File: src/hdl/skt_pkg.sv
// ----------------------------------------------------------------------------
// skt_pkg
// Shared command codes, result status codes and the compare result type of
// the sorted key table.
// ----------------------------------------------------------------------------
package skt_pkg;

  // Key width, fixed by the command format.
  localparam int unsigned KeyWidth = 32;

  // Command codes.
  localparam logic [1:0] CmdInsert = 2'd0;
  localparam logic [1:0] CmdDelete = 2'd1;
  localparam logic [1:0] CmdList   = 2'd2;

  // Result status codes.
  localparam logic [2:0] StInserted = 3'd0;
  localparam logic [2:0] StDeleted  = 3'd1;
  localparam logic [2:0] StNotFound = 3'd2;
  localparam logic [2:0] StEmpty    = 3'd3;
  localparam logic [2:0] StFull     = 3'd4;
  localparam logic [2:0] StList     = 3'd5;

  // Outcome of one signed comparison of a stored key against the command key.
  typedef struct packed {
    logic gt;  // stored key is greater than the command key
    logic eq;  // stored key equals the command key
  } cmp_res_t;

endpackage

File: src/hdl/skt_ram.sv
// ----------------------------------------------------------------------------
// skt_ram
// Generic single write port, single read port RAM with a registered read.
// The read data holds its value while no read is requested.
// ----------------------------------------------------------------------------
module skt_ram #(
  parameter int unsigned Width = 32,
  parameter int unsigned Depth = 16
) (
  input  logic                                    clk_i,
  input  logic                                    we_i,
  input  logic [((Depth > 1) ? $clog2(Depth) : 1)-1:0] waddr_i,
  input  logic [Width-1:0]                        wdata_i,
  input  logic                                    re_i,
  input  logic [((Depth > 1) ? $clog2(Depth) : 1)-1:0] raddr_i,
  output logic [Width-1:0]                        rdata_o
);

  logic [Width-1:0] mem_q [Depth];
  logic [Width-1:0] rdata_q;

  // Storage and registered read; contents are not reset.
  always_ff @(posedge clk_i) begin
    if (we_i) begin
      mem_q[waddr_i] <= wdata_i;
    end
    if (re_i) begin
      rdata_q <= mem_q[raddr_i];
    end
  end

  assign rdata_o = rdata_q;

endmodule

File: src/hdl/skt_cmp.sv
// ----------------------------------------------------------------------------
// skt_cmp
// Shared signed key comparator used by the insert and delete scans of the table.
// ----------------------------------------------------------------------------
module skt_cmp
  import skt_pkg::*;
(
  input  logic signed [KeyWidth-1:0] stored_i,
  input  logic signed [KeyWidth-1:0] key_i,
  output cmp_res_t                   res_o
);

  // One magnitude compare and one equality compare on the two keys.
  always_comb begin
    res_o.gt = (stored_i > key_i);
    res_o.eq = (stored_i == key_i);
  end

endmodule

File: src/hdl/sorted_key_table_core.sv
// ----------------------------------------------------------------------------
// sorted_key_table_core
// Bounded table of signed keys held in ascending order in a RAM.
// ----------------------------------------------------------------------------
// The table holds up to CAPACITY signed 32-bit keys in ascending order in a
// single RAM, walked by a small sequencer around one shared comparator. An
// insert walks down from the top and moves each key above the new key's slot
// up one at a time. A delete makes one full pass that finds the key and closes
// the gap behind it, and a list streams the keys out in order, reading one slot
// before it issues each key. A rejected insert and a delete or list on an empty
// table go straight to issuing their status result, and an unused command code
// is consumed without holding the input off. The cost of each pass is set by
// the single RAM read port, whose data is registered, so each visited slot
// takes a read state and a compare or output state. Results wait in an output
// register, so a stall on the result side only holds the sequencer in the state
// that issues a result. The block accepts no new command until the current one
// has issued its last result.
// ----------------------------------------------------------------------------
module sorted_key_table_core
  import skt_pkg::*;
#(
  parameter int unsigned CAPACITY = 16
) (
  input  logic                       clk_i,
  input  logic                       rst_ni,
  // Command channel
  input  logic                       in_valid_i,
  output logic                       in_stall_o,
  input  logic [1:0]                 cmd_i,
  input  logic signed [KeyWidth-1:0] key_i,
  // Result channel
  output logic                       out_valid_o,
  input  logic                       out_stall_i,
  output logic [2:0]                 status_o,
  output logic signed [KeyWidth-1:0] key_out_o,
  output logic                       last_o
);

  localparam int unsigned AW = (CAPACITY > 1) ? $clog2(CAPACITY) : 1;
  localparam int unsigned CW = $clog2(CAPACITY + 1);

  // Sequencer state codes.
  localparam logic [2:0] SIdle   = 3'd0;
  localparam logic [2:0] SInsRd  = 3'd1;
  localparam logic [2:0] SInsCmp = 3'd2;
  localparam logic [2:0] SDelRd  = 3'd3;
  localparam logic [2:0] SDelCmp = 3'd4;
  localparam logic [2:0] SLstRd  = 3'd5;
  localparam logic [2:0] SLstOut = 3'd6;
  localparam logic [2:0] SResp   = 3'd7;

  logic [2:0]                 state_q, state_d;
  logic [CW-1:0]              count_q, count_d;
  logic [CW-1:0]              idx_q, idx_d;
  logic                       found_q, found_d;
  logic [2:0]                 resp_q, resp_d;
  logic signed [KeyWidth-1:0] key_q, key_d;

  logic                       out_valid_q, out_valid_d;
  logic [2:0]                 status_q, status_d;
  logic signed [KeyWidth-1:0] key_out_q, key_out_d;
  logic                       last_q, last_d;

  logic                       mem_we;
  logic [AW-1:0]              mem_waddr;
  logic [KeyWidth-1:0]        mem_wdata;
  logic                       mem_re;
  logic [AW-1:0]              mem_raddr;
  logic [KeyWidth-1:0]        mem_rdata;
  cmp_res_t                   cmp_res;

  logic                       in_xfer;
  logic                       out_free;

  // Key store.
  skt_ram #(
    .Width (KeyWidth),
    .Depth (CAPACITY)
  ) u_ram (
    .clk_i   (clk_i),
    .we_i    (mem_we),
    .waddr_i (mem_waddr),
    .wdata_i (mem_wdata),
    .re_i    (mem_re),
    .raddr_i (mem_raddr),
    .rdata_o (mem_rdata)
  );

  // Shared comparator between the slot just read and the command key.
  skt_cmp u_cmp (
    .stored_i (mem_rdata),
    .key_i    (key_q),
    .res_o    (cmp_res)
  );

  assign in_stall_o = (state_q != SIdle);
  assign in_xfer    = in_valid_i && !in_stall_o;
  // The output register can take a new result when empty or being drained.
  assign out_free   = !out_valid_q || !out_stall_i;

  // Sequencer, RAM control and result register loading.
  always_comb begin
    state_d     = state_q;
    count_d     = count_q;
    idx_d       = idx_q;
    found_d     = found_q;
    resp_d      = resp_q;
    key_d       = key_q;
    out_valid_d = out_valid_q && out_stall_i;
    status_d    = status_q;
    key_out_d   = key_out_q;
    last_d      = last_q;
    mem_we      = 1'b0;
    mem_waddr   = AW'(idx_q);
    mem_wdata   = key_q;
    mem_re      = 1'b0;
    mem_raddr   = AW'(idx_q);

    unique case (state_q)
      SIdle: begin
        if (in_xfer) begin
          key_d   = key_i;
          found_d = 1'b0;
          case (cmd_i)
            CmdInsert: begin
              if (count_q == CW'(CAPACITY)) begin
                resp_d  = StFull;
                state_d = SResp;
              end else begin
                idx_d   = count_q;
                state_d = SInsRd;
              end
            end
            CmdDelete: begin
              if (count_q == '0) begin
                resp_d  = StEmpty;
                state_d = SResp;
              end else begin
                idx_d   = '0;
                state_d = SDelRd;
              end
            end
            CmdList: begin
              if (count_q == '0) begin
                resp_d  = StEmpty;
                state_d = SResp;
              end else begin
                idx_d   = '0;
                state_d = SLstRd;
              end
            end
            default: begin
              // The unused code is consumed without effect.
              state_d = SIdle;
            end
          endcase
        end
      end

      // Walk down from the top, reading the slot below the free one.
      SInsRd: begin
        if (idx_q == '0) begin
          mem_we  = 1'b1;
          count_d = count_q + CW'(1);
          resp_d  = StInserted;
          state_d = SResp;
        end else begin
          mem_re    = 1'b1;
          mem_raddr = AW'(idx_q - CW'(1));
          state_d   = SInsCmp;
        end
      end

      // A greater key moves up one slot; otherwise the new key goes above it.
      SInsCmp: begin
        mem_we = 1'b1;
        if (cmp_res.gt) begin
          mem_wdata = mem_rdata;
          idx_d     = idx_q - CW'(1);
          state_d   = SInsRd;
        end else begin
          count_d = count_q + CW'(1);
          resp_d  = StInserted;
          state_d = SResp;
        end
      end

      // Walk up through every stored key.
      SDelRd: begin
        if (idx_q == count_q) begin
          if (found_q) begin
            count_d = count_q - CW'(1);
            resp_d  = StDeleted;
          end else begin
            resp_d  = StNotFound;
          end
          state_d = SResp;
        end else begin
          mem_re  = 1'b1;
          state_d = SDelCmp;
        end
      end

      // Before the first match, look for it; after it, move each key down.
      SDelCmp: begin
        if (found_q) begin
          mem_we    = 1'b1;
          mem_waddr = AW'(idx_q - CW'(1));
          mem_wdata = mem_rdata;
        end else if (cmp_res.eq) begin
          found_d = 1'b1;
        end
        idx_d   = idx_q + CW'(1);
        state_d = SDelRd;
      end

      SLstRd: begin
        mem_re  = 1'b1;
        state_d = SLstOut;
      end

      // Issue one listed key once the output register is free.
      SLstOut: begin
        if (out_free) begin
          out_valid_d = 1'b1;
          status_d    = StList;
          key_out_d   = mem_rdata;
          last_d      = ((idx_q + CW'(1)) == count_q);
          if ((idx_q + CW'(1)) == count_q) begin
            state_d = SIdle;
          end else begin
            idx_d   = idx_q + CW'(1);
            state_d = SLstRd;
          end
        end
      end

      // Issue the single status result of a command.
      SResp: begin
        if (out_free) begin
          out_valid_d = 1'b1;
          status_d    = resp_q;
          key_out_d   = '0;
          last_d      = 1'b1;
          state_d     = SIdle;
        end
      end

      default: begin
        state_d = SIdle;
      end
    endcase
  end

  // Control registers.
  always_ff @(posedge clk_i or negedge rst_ni) begin
    if (!rst_ni) begin
      state_q     <= SIdle;
      count_q     <= '0;
      out_valid_q <= 1'b0;
    end else begin
      state_q     <= state_d;
      count_q     <= count_d;
      out_valid_q <= out_valid_d;
    end
  end

  // Working and payload registers.
  always_ff @(posedge clk_i) begin
    idx_q     <= idx_d;
    found_q   <= found_d;
    resp_q    <= resp_d;
    key_q     <= key_d;
    status_q  <= status_d;
    key_out_q <= key_out_d;
    last_q    <= last_d;
  end

  assign out_valid_o = out_valid_q;
  assign status_o    = status_q;
  assign key_out_o   = key_out_q;
  assign last_o      = last_q;

endmodule

File: config.mk
export PLATFORM = sky130hd
export DESIGN_NAME = sorted_key_table_core
export DESIGN_NICKNAME = d
export VERILOG_FILES = /design/src/hdl/skt_pkg.sv /design/src/hdl/skt_ram.sv /design/src/hdl/skt_cmp.sv /design/src/hdl/sorted_key_table_core.sv
export SDC_FILE = /design/constraint.sdc
export NUM_CORES = 1
export LEC_CHECK = 0
export BUFFER_PORTS_ARGS = -buffer_cell sky130_fd_sc_hd__clkbuf_2
export CORE_ASPECT_RATIO = 0.5
export CORE_MARGIN = 1
export CORE_UTILIZATION = 50
export DETAILED_ROUTE_END_ITERATION = 6
export PLACE_DENSITY = 0.62
export SYNTH_ARGS = -nofsm -noshare
export SYNTH_HDL_FRONTEND = slang
export SYNTH_SLANG_ARGS = --single-unit
File: constraint.sdc
create_clock -name clk_i -period 9.6 [get_ports clk_i]
set_input_delay 1.92 -clock clk_i [delete_from_list [all_inputs] [get_ports clk_i]]
set_output_delay 1.92 -clock clk_i [all_outputs]
set_load 0.005 [all_outputs]
==> flow_metrics.py <==
metrics = {
    "yosys": {
        "synth_fa_ha_area_share_pct": 2.112,
        "dominantRegCellSynth": "edfxtp_1",
        "yosysSeqAreaShare_pct": 73.08,
        "synth-simple-area-share_pct": 3.314,
        "ys_types": 61,
        "syn_inst": 1316,
        "async_flop_share_pct": 1.429,
        "synth_mux_area_share_pct": 16.44,
        "syn_area_per_cell_um2": 19.62,
        "syn_nets": 1397,
        "synth_xor_area_share_pct": 0.6444,
        "netlist_area_um2": 25820,
        "synth-seq-cells": 630,
        "synth_edf_count": 621,
        "yosys_warnings": 0,
        "synth_top_family_by_area": "multiplexers",
        "synth_compound_area_share_pct": 2.272,
    },
    "sta": {
        "rsz0062_at_grt": "false",
        "worstMarginPinSlew_ns": 1.366,
        "fin_crit_sh_pct": 49.74,
        "relSlewSlack_pct": 7.948,
        "finalSetupTns_ns": 0,
        "finalMaxSlewViolations": 0,
        "final.setup_skew_ns": 0.02105,
        "setup_viol": 0,
        "fmax_mhz": 209.4,
        "min_period_ns": 4.775,
        "finalHoldViolCount": 0,
    },
    "floorplanning": {
        "coreArea_um2": 50580,
        "dieArea_um2": 52620,
        "ioPinCount": 76,
        "fp-row-count": 58,
        "die_h_um": 162.7,
        "die_w_um": 323.4,
        "initial_core_util_pct": 51.06,
    },
    "clock_tree": {
        "worstSkewPairLatency_ns": 0.59,
        "clockBufferDepth": 3,
        "cts_resized": 0,
        "cts_setup_buffers": 0,
        "numCtsBuffers": 53,
        "cts_num_sinks": 630,
        "cts_max_level": 2,
        "path_clk_slew_ns": 0.07,
        "cts_tree": "built",
        "ctsHoldBuffers": 0,
        "root_buffer": "clkbuf_16",
    },
    "route": {
        "wl_met1_mm": 25.79,
        "top_layer_used": "met4",
        "first_pass_iters": 6,
        "wl_per_cell_um": 27.51,
        "drc": 0,
        "drt_iter0_drc": 1313,
        "vias": 12890,
        "dr_wl_met2_mm": 28.04,
        "wl_met3_mm": 4.028,
        "ant_nets": 0,
        "vias_per_cell": 6.025,
        "wirelength_mm": 58.87,
    },
    "finish": {
        "syn_to_final_growth_pct": 10.90,
        "fill_cells": 3753,
        "multiInputGateArea_um2": 6576,
        "layout-drive-gt1-share_pct": 22.48,
        "nets": 1497,
        "postLayoutCellArea_um2": 28640,
        "final_util_pct": 56.62,
        "seq_area_um2": 18870,
        "diodes": 0,
    },
    "pwr": {
        "ir_drop_mv": 0.2218,
        "powerDensity_nw_per_um2": 359.9,
        "leakage_uw": 0.009593,
    },
    "placed_design": {
        "port_buffers": 75,
        "dp_hpwl_mm": 30.15,
        "place.gp.congestion": 0.8480,
        "placed_area_um2": 27100,
    },
    "grt": {
        "grt_max_degree": 109,
        "grt_pass1_wl_mm": 86.89,
        "grt_pass1_vias": 13050,
        "grt_usage_pct": 23.13,
        "antenna_found_initial": 0,
        "grt_overflow": 0,
    },
    "hold_path": {
        "whs_path_depth": 1,
        "holdCritPathClass": "flop to flop",
        "hold_end": "status_o[0]",
        "holdCritStartpoint": "resp_q[0]",
    },
    "job": {
        "maxCapViolCount": 0,
    },
    "setup_path": {
        "r2r_end": "u_ram.rdata_o[4]",
        "worstPathMaxFanout": 58,
        "cp.arrival_ns": 5.08,
        "ff2ff_path_depth": 11,
        "path_class": "flop to flop",
        "cp-end-kind": "flop",
        "r2r_setup_slack_ns": 4.82,
        "required_ns": 9.90,
        "r2r_start": "idx_q[0]",
        "cp-start-kind": "flop",
    },
    "status": {
        "run_status": "completed",
    },
}
-- synthesized netlist by cell type, drive strengths merged, types with 2 or more instances --
| cell type | count | share of area, % |
|---|---|---|
| buf | 39 | 1.1 |
| clkbuf | 20 | 0.29 |
| xor2 | 4 | 0.14 |
| o21a | 3 | 0.087 |
| mux4 | 128 | 11 |
| nor3 | 9 | 0.17 |
| o21ai | 18 | 0.35 |
| a21o | 5 | 0.15 |
| a211oi | 2 | 0.058 |
| a21boi | 2 | 0.058 |
| nor2b | 7 | 0.17 |
| nor4 | 3 | 0.097 |
| xnor2 | 15 | 0.51 |
| nor4bb | 2 | 0.078 |
| and2 | 36 | 0.87 |
| nand2b | 3 | 0.073 |
| a22oi | 3 | 0.087 |
| mux2 | 34 | 1.5 |
| a31oi | 4 | 0.097 |
| o22ai | 5 | 0.12 |
| ha | 42 | 2.0 |
| o31ai | 2 | 0.058 |
| nand4 | 9 | 0.22 |
| o211ai | 3 | 0.087 |
| or3 | 2 | 0.048 |
| or2 | 2 | 0.048 |
| nor2 | 37 | 0.54 |
| inv | 48 | 0.70 |
| a221oi | 3 | 0.10 |
| nand3 | 12 | 0.25 |
| edfxtp | 621 | 72 |
| nor3b | 2 | 0.058 |
| dfrtp | 9 | 0.87 |
| a21oi | 31 | 0.60 |
| nand2 | 34 | 0.49 |
| a221o | 2 | 0.078 |
| mux2i | 98 | 3.8 |
-- cell families (layout without fill, tap and decap cells) --
group,after synthesis,in the layout
adder cells (fa/ha/maj),43,43
multiplexers,260,260
buffers and inverters,107,241
flip-flops,630,630
AND/OR/NAND/NOR,164,164
XOR/XNOR,19,19
AO/OA/AOI/OAI,93,93
-- metal layers --
metal	GRT usage, %	up-vias
li1	-	5510
met1	34.06	6828
met2	36.70	482
met3	3.619	73
met4	5.256	0
met5	0	-
-- placed cells by master (no fill, tap or decap), types with 3 or more instances in the layout --
| cell type | n |
|---|---|
| a21o_1 | 5 |
| a21oi_1 | 29 |
| a221oi_1 | 3 |
| a22oi_1 | 3 |
| a31oi_1 | 4 |
| and2_1 | 34 |
| buf_4 | 28 |
| clkbuf_1 | 11 |
| clkbuf_16 | 54 |
| clkbuf_2 | 75 |
| clkinv_1 | 16 |
| clkinv_2 | 3 |
| dfrtp_1 | 9 |
| edfxtp_1 | 621 |
| ha_1 | 42 |
| inv_1 | 48 |
| mux2_1 | 30 |
| mux2_2 | 4 |
| mux2i_1 | 98 |
| mux4_2 | 128 |
| nand2_1 | 34 |
| nand2b_1 | 3 |
| nand3_1 | 11 |
| nand4_1 | 9 |
| nor2_1 | 21 |
| nor2_4 | 16 |
| nor2b_1 | 7 |
| nor3_1 | 9 |
| o211ai_1 | 3 |
| o21a_1 | 3 |
| o21ai_0 | 16 |
| o22ai_1 | 5 |
| xnor2_1 | 14 |
| xor2_1 | 4 |
-- registers in the layout, indices dropped and copies added, names as in the netlist --
register / cells
out_valid_o: 1
last_o: 1
found_q: 1
state_q: 3
key_out_o: 32
u_ram.rdata_o: 32
key_q: 32
resp_q: 3
u_ram.mem_q: 512
status_o: 3
idx_q: 5
count_q: 5
-- worst max-delay path, stage by stage, from the launching register on --
cell      delay (ns)
edfxtp_1        0.53
inv_1           0.27
ha_1            0.20
or4b_1          0.51
nand3_2         0.20
nand2_1         0.13
o21ai_4         0.34
buf_4           0.75
buf_4           0.81
mux4_2          0.42
mux2i_1         0.18
mux2i_1         0.10
-- worst max path at each step --
stage / startpoint / to / slack, ns / depth (start not counted)
after detailed placement: idx_q[0] / u_ram.rdata_o[4] / 4.82 / 11
after CTS: idx_q[0] / u_ram.rdata_o[4] / 4.81 / 11
after floorplan: out_stall_i / key_out_o[0] / 5.50 / 1
after global routing: idx_q[0] / u_ram.rdata_o[4] / 4.56 / 11
final: idx_q[0] / u_ram.rdata_o[4] / 4.82 / 11
after global placement: idx_q[0] / u_ram.rdata_o[5] / 4.93 / 11
-- power by group --
part,leakage (uW),switching (uW),internal [uW]
clock network,0.000749,937,1050
logic,0.00309,2290,1670
registers,0.00575,266,4100
total,0.00959,3490,6820
-- through the flow --
step / total power [uW] / hold slack (ns) / cells / setup slack (ns)
floorplan: 7285 / 0.4818 / 1316 / 5.497
global placement: 8327 / 0.4882 / 2051 / 4.935
detailed placement: 8432 / 0.4960 / 2051 / 4.824
CTS: 10420 / 0.5098 / 2140 / 4.814
global route: 10850 / 0.5212 / 2140 / 4.555
finish: 10310 / 0.5028 / 2140 / 4.825
-- layout make-up --
cell class | count | share of cell area, %
clock buffers | 65 | 4.863
clock inverters | 24 | 0.5155
inverters | 48 | 0.6291
multi-input cells | 579 | 22.96
flip-flops and latches | 630 | 65.90
well taps | 690 | 3.015
repair buffers | 104 | 2.115
(Power assumes the default switching activity.)
